--- config.mk ---
export PLATFORM = sky130hd
export DESIGN_NAME = isim_ctrl
export DESIGN_NICKNAME = d
export VERILOG_FILES = /design/src/design/assert_macros.svh /design/src/design/isim_pkg.sv /design/src/design/isim_ctrl.sv
export SDC_FILE = /design/constraint.sdc
export NUM_CORES = 1
export LEC_CHECK = 0
export BUFFER_PORTS_ARGS = -buffer_cell sky130_fd_sc_hd__buf_2
export CAP_MARGIN = 40
export CORE_AREA = 2 2 39 41
export DETAILED_ROUTE_END_ITERATION = 7
export DIE_AREA = 0 0 41 43
export HOLD_SLACK_MARGIN = 0.08
export SYNTH_ARGS = -nofsm -noshare
export SYNTH_HDL_FRONTEND = slang
export SYNTH_SLANG_ARGS = --single-unit
--- constraint.sdc ---
create_clock -name i_clk -period 1 [get_ports i_clk]
set_input_delay 0.1 -clock i_clk [delete_from_list [all_inputs] [get_ports i_clk]]
set_output_delay 0.1 -clock i_clk [all_outputs]
set_load 0.02 [all_outputs]
--- src/design/assert_macros.svh ---
// concurrent assertion helpers, sampled on the rising edge, off during reset
`ifndef ASSERT_MACROS_SVH
`define ASSERT_MACROS_SVH

// condition implies consequence in the same cycle
`define AST_SAME(label, clk, rst_n, ante, cons) \
    label: assert property (@(posedge clk) disable iff (!rst_n) (ante) |-> (cons)) \
        else $error("assertion failed: same-cycle check");

// condition implies consequence in the next cycle
`define AST_NEXT(label, clk, rst_n, ante, cons) \
    label: assert property (@(posedge clk) disable iff (!rst_n) (ante) |=> (cons)) \
        else $error("assertion failed: next-cycle check");

`endif

--- src/design/isim_pkg.sv ---
`default_nettype none
package isim_pkg;

    localparam int MAX_INTERVALS = 32;
    localparam int VALUE_W       = 16;
    localparam int CNT_W         = $clog2(MAX_INTERVALS + 1);
    localparam int STATUS_W      = 3;
    localparam int OUT_FIELDS_W  = 2 * VALUE_W + CNT_W;
    localparam int OUT_TDATA_W   = ((OUT_FIELDS_W + 7) / 8) * 8;
    localparam int IN_TDATA_W    = ((VALUE_W + 7) / 8) * 8;

    localparam logic REQ_INSERT = 1'b0;
    localparam logic REQ_DUMP   = 1'b1;

    typedef enum logic [STATUS_W-1:0] {
        ST_INSERTED = 3'd0,
        ST_PRESENT  = 3'd1,
        ST_FULL     = 3'd2,
        ST_DUMP     = 3'd3,
        ST_EMPTY    = 3'd4
    } t_status;

    typedef enum logic [1:0] {
        S_IDLE,
        S_APPLY,
        S_DUMP
    } t_state;

    // controller to datapath
    typedef struct packed {
        logic capture;    // latch request and per-cell compare flags
        logic apply;      // commit insert, load result
        logic dump_emit;  // load one dump entry, rotate table
    } t_dp_cmd;

    // datapath to controller
    typedef struct packed {
        logic out_free;   // result register can take a new item
        logic dump_last;  // current dump entry is the final one
    } t_dp_sts;

endpackage
`default_nettype wire

--- src/design/isim_ctrl.sv ---
`default_nettype none
module isim_ctrl
    import isim_pkg::*;
(
    input  wire logic    i_clk,
    input  wire logic    i_rst_n,
    input  wire logic    i_in_valid,
    input  wire logic    i_req_type,
    output logic         o_in_ready,
    output t_dp_cmd      o_cmd,
    input  wire t_dp_sts i_sts
);

    t_state r_state;
    t_state n_state;

    always_ff @(posedge i_clk) begin
        if (!i_rst_n) begin
            r_state <= S_IDLE;
        end else begin
            r_state <= n_state;
        end
    end

    always_comb begin
        n_state    = r_state;
        o_in_ready = 1'b0;
        o_cmd      = '0;
        case (r_state)
            S_IDLE: begin
                o_in_ready = 1'b1;
                if (i_in_valid) begin
                    o_cmd.capture = 1'b1;
                    n_state = (i_req_type == REQ_DUMP) ? S_DUMP : S_APPLY;
                end
            end
            S_APPLY: begin
                if (i_sts.out_free) begin
                    o_cmd.apply = 1'b1;
                    n_state = S_IDLE;
                end
            end
            S_DUMP: begin
                if (i_sts.out_free) begin
                    o_cmd.dump_emit = 1'b1;
                    if (i_sts.dump_last) begin
                        n_state = S_IDLE;
                    end
                end
            end
            default: begin
                n_state = S_IDLE;
            end
        endcase
    end

endmodule
`default_nettype wire

==> results.md <==
- Setup crit end kind: output pin
- Final hold vios: 0
- Adder-cell share of the synthesized area: 0%
- GRT Total Usage: 4.31%
- Chip width: 41 µm
- Vias in the first global route: 131
- Power per cell area: 1410 mW/mm²
- Initial antenna violation count: 0
- Top Ports: 10
- Htree depth: 1
- Outcome: finished, violations left
- Core ar.: 0.00138 mm²
- Sw Ratio: 25.4%
- Violated checks: setup timing
- Synth Area in Compound Gates: 8.51%
- Synth Cell Area: 118 µm²
- Count of final setup violators: 2
- Die height: 43 µm
- Largest net degree at the start of global routing: 7
- CTS Buf Count: 3
- Logic pwr share: 23.0%
- Fmax: 0.984 GHz
- Warnings, synthesis: 0
- Post-route DRC: 0
- Critical Path Start Type: flop
- Slowest stage delay, CP: 360 ps
- Mapped Cells: 14
- Sequential area share after synthesis: 34.0%
- First-pass GRT wire length: 441 µm
- Max-slew headroom: 92.2%
- MaxCap Viol Count: 0
- Clock Skew: 0.922 ps
- FP Rows: 14
- Area of the multi-input gates: 91.3 µm²
- HP Class: input pin to flop
- RePlAce Congestion: 0.443
- DP HPWL: 234 µm
- Fin crit share: 102%
- Total grt overflow: 0
- Via/cell ratio: 3.40
- Clk Latency, worst-skew pair: 220 ps
- N_diodes: 0
- Initial drt markers: 0
- Area Overhead vs Synth: 112%
- NetSw: 0.0889 mW
- Clk pin slew, worst setup/hold paths: 30 ps
- Final ANT Viol Nets: 0
- Main combinational cell family by area after synthesis: simple AND/OR/NAND/NOR gates
- # nets final: 35
- WL final: 351 µm
- Post-synth net total: 20
- Crit-path cells: and3b_2 -> buf_6
- Seq pwr share: 26.5%
- CTS tree: yes
- Clock sinks: 2
- Worst Max-Slew Pin Slew: 117 ps
- Clk network pwr share: 50.5%
- Peak supply drop: 0.000207 V
- Yosys reg bits: 2
- Die Area: 0.00176 mm²
- Largest Register: r_state
- Setup WS pre-CTS: 75.0 ps
- R2r setup slk: 40 ps
- Count of final max-slew check failures: 0
- Required time of the critical path: 900 ps
- Setup TNS: -30.0 ps
- Post-synthesis mux area share: 0%
- Final WS setup: -16.4 ps
- Worst setup path category: flop to output pin
- Biggest regs: r_state x2
- Storage element area: 47.5 µm²
- Ratio of cells with drive above 1 in the final layout: 74.1%
- Routed wire per std cell: 8.16 µm
- Fill count: 158
- Critical Path AT: 920 ps
- PortBufs: 9
- Initial core utilization: 8.50%
- Crit path max fanout: 5
- Clock tree buffer depth: 2
- Int Power: 0.262 mW
- Post-synth cell types: 11
- Simple-gate share of the synthesized area: 57.4%
- RSZ-0062 raised after global routing: yes
- Final non-filler cell area: 249 µm²
- Synth Area in XOR/XNOR: 0%
- Critical-path top delay cell: dfxtp_4
- TritonRoute pass-1 iters: 1
- LEAKAGE: 0.110 nW
- DP Area: 185 µm²
- Vias after detailed routing: 146
- Avg Inst Size Synth: 8.40 µm²
- Largest register FFs: 2
- CTS root buf: clkbuf_4
- Fin crit period: 1020 ps
synthesized netlist by cell type:
master / n / area [µm²]
a21oi_1: 2 / 10.0
nor2_1: 2 / 7.51
nand3_1: 1 / 5.00
nand2_1: 1 / 3.75
and3b_2: 1 / 10.0
and4bb_2: 1 / 12.5
and2_1: 1 / 6.26
or2b_1: 1 / 7.51
nand2b_1: 1 / 6.26
dfxtp_1: 2 / 40.0
or3b_1: 1 / 8.76
worst max-delay path, delay by kind of cell (launching register included):
kind,cells,cell delay (ps)
buffers and inverters,1,130
DFF,1,360
and+or+nand+nor,1,210
cells in the final DEF (no fill, tap or decap):
cell type and n:
buf_2 6, clkbuf_4 3, buf_4 2, buf_6 2
dfxtp_4 2, nor2_4 1, and3b_2 1, nand2_1 1
nor2_1 1, and2_4 1, a21oi_1 1, nand3_1 1
and4bb_2 1, or2b_1 1, or3b_1 1, nand2b_1 1
a21oi_2 1
worst paths after layout:
check	startpoint	endpoint	depth (start not counted)
worst max-delay path	r_state[1]	o_cmd[1]	2
worst min-delay path	i_rst_n	r_state[0]	3
worst max register to register	r_state[0]	r_state[0]	2
worst min register to register	r_state[0]	r_state[0]	2
through the flow:
step	util (%)	power (mW)	cells	hold slack [ps]
2_1_floorplan	-	0.128	14	230
3_3_place_gp	13.4	0.153	39	355
3_5_place_dp	13.4	0.155	39	359
4_1_cts	17.0	0.360	42	111
5_1_grt	18.0	0.375	43	130
6_report	18.0	0.351	43	137
cell families after synthesis:
group / count (synthesis)
AO/OA/AOI/OAI: 2
AND/OR/NAND/NOR: 10
flip-flops: 2
area by class of cell:
class                      instances  share of cell area, %
multi-input combinational         12                   36.7
timing repair buffer              10                   27.1
sequential                         2                   19.1
clock buffer                       3                   9.05
tap                               16                   8.04
power by group through the flow:
| stage | Combinational, mW | Sequential [mW] | Clock [mW] |
|---|---|---|---|
| after floorplan | 0.0360 | 0.0925 | 0 |
| after global placement | 0.0592 | 0.0940 | 0 |
| after detailed placement | 0.0603 | 0.0943 | 0 |
| after CTS | 0.0738 | 0.0950 | 0.192 |
| after global routing | 0.0872 | 0.0948 | 0.193 |
| final | 0.0806 | 0.0931 | 0.177 |
timing repair:
action | CTS | global route
pin swaps | 2 | 1
buffers inserted | 0 | 1
hold buffers | 0 | 0
setup endpoints to repair | 3 | 4
resized for setup | 10 | 2
metal layers:
metal	global-route usage, %	share of wire, %	vias to the layer above
li1	-	-	76
met1	2.88	33	63
met2	5.94	54	7
met3	4.71	13	0
met4	4.00	0	0
met5	0	0	-
Power figures use the tool's default switching activity.
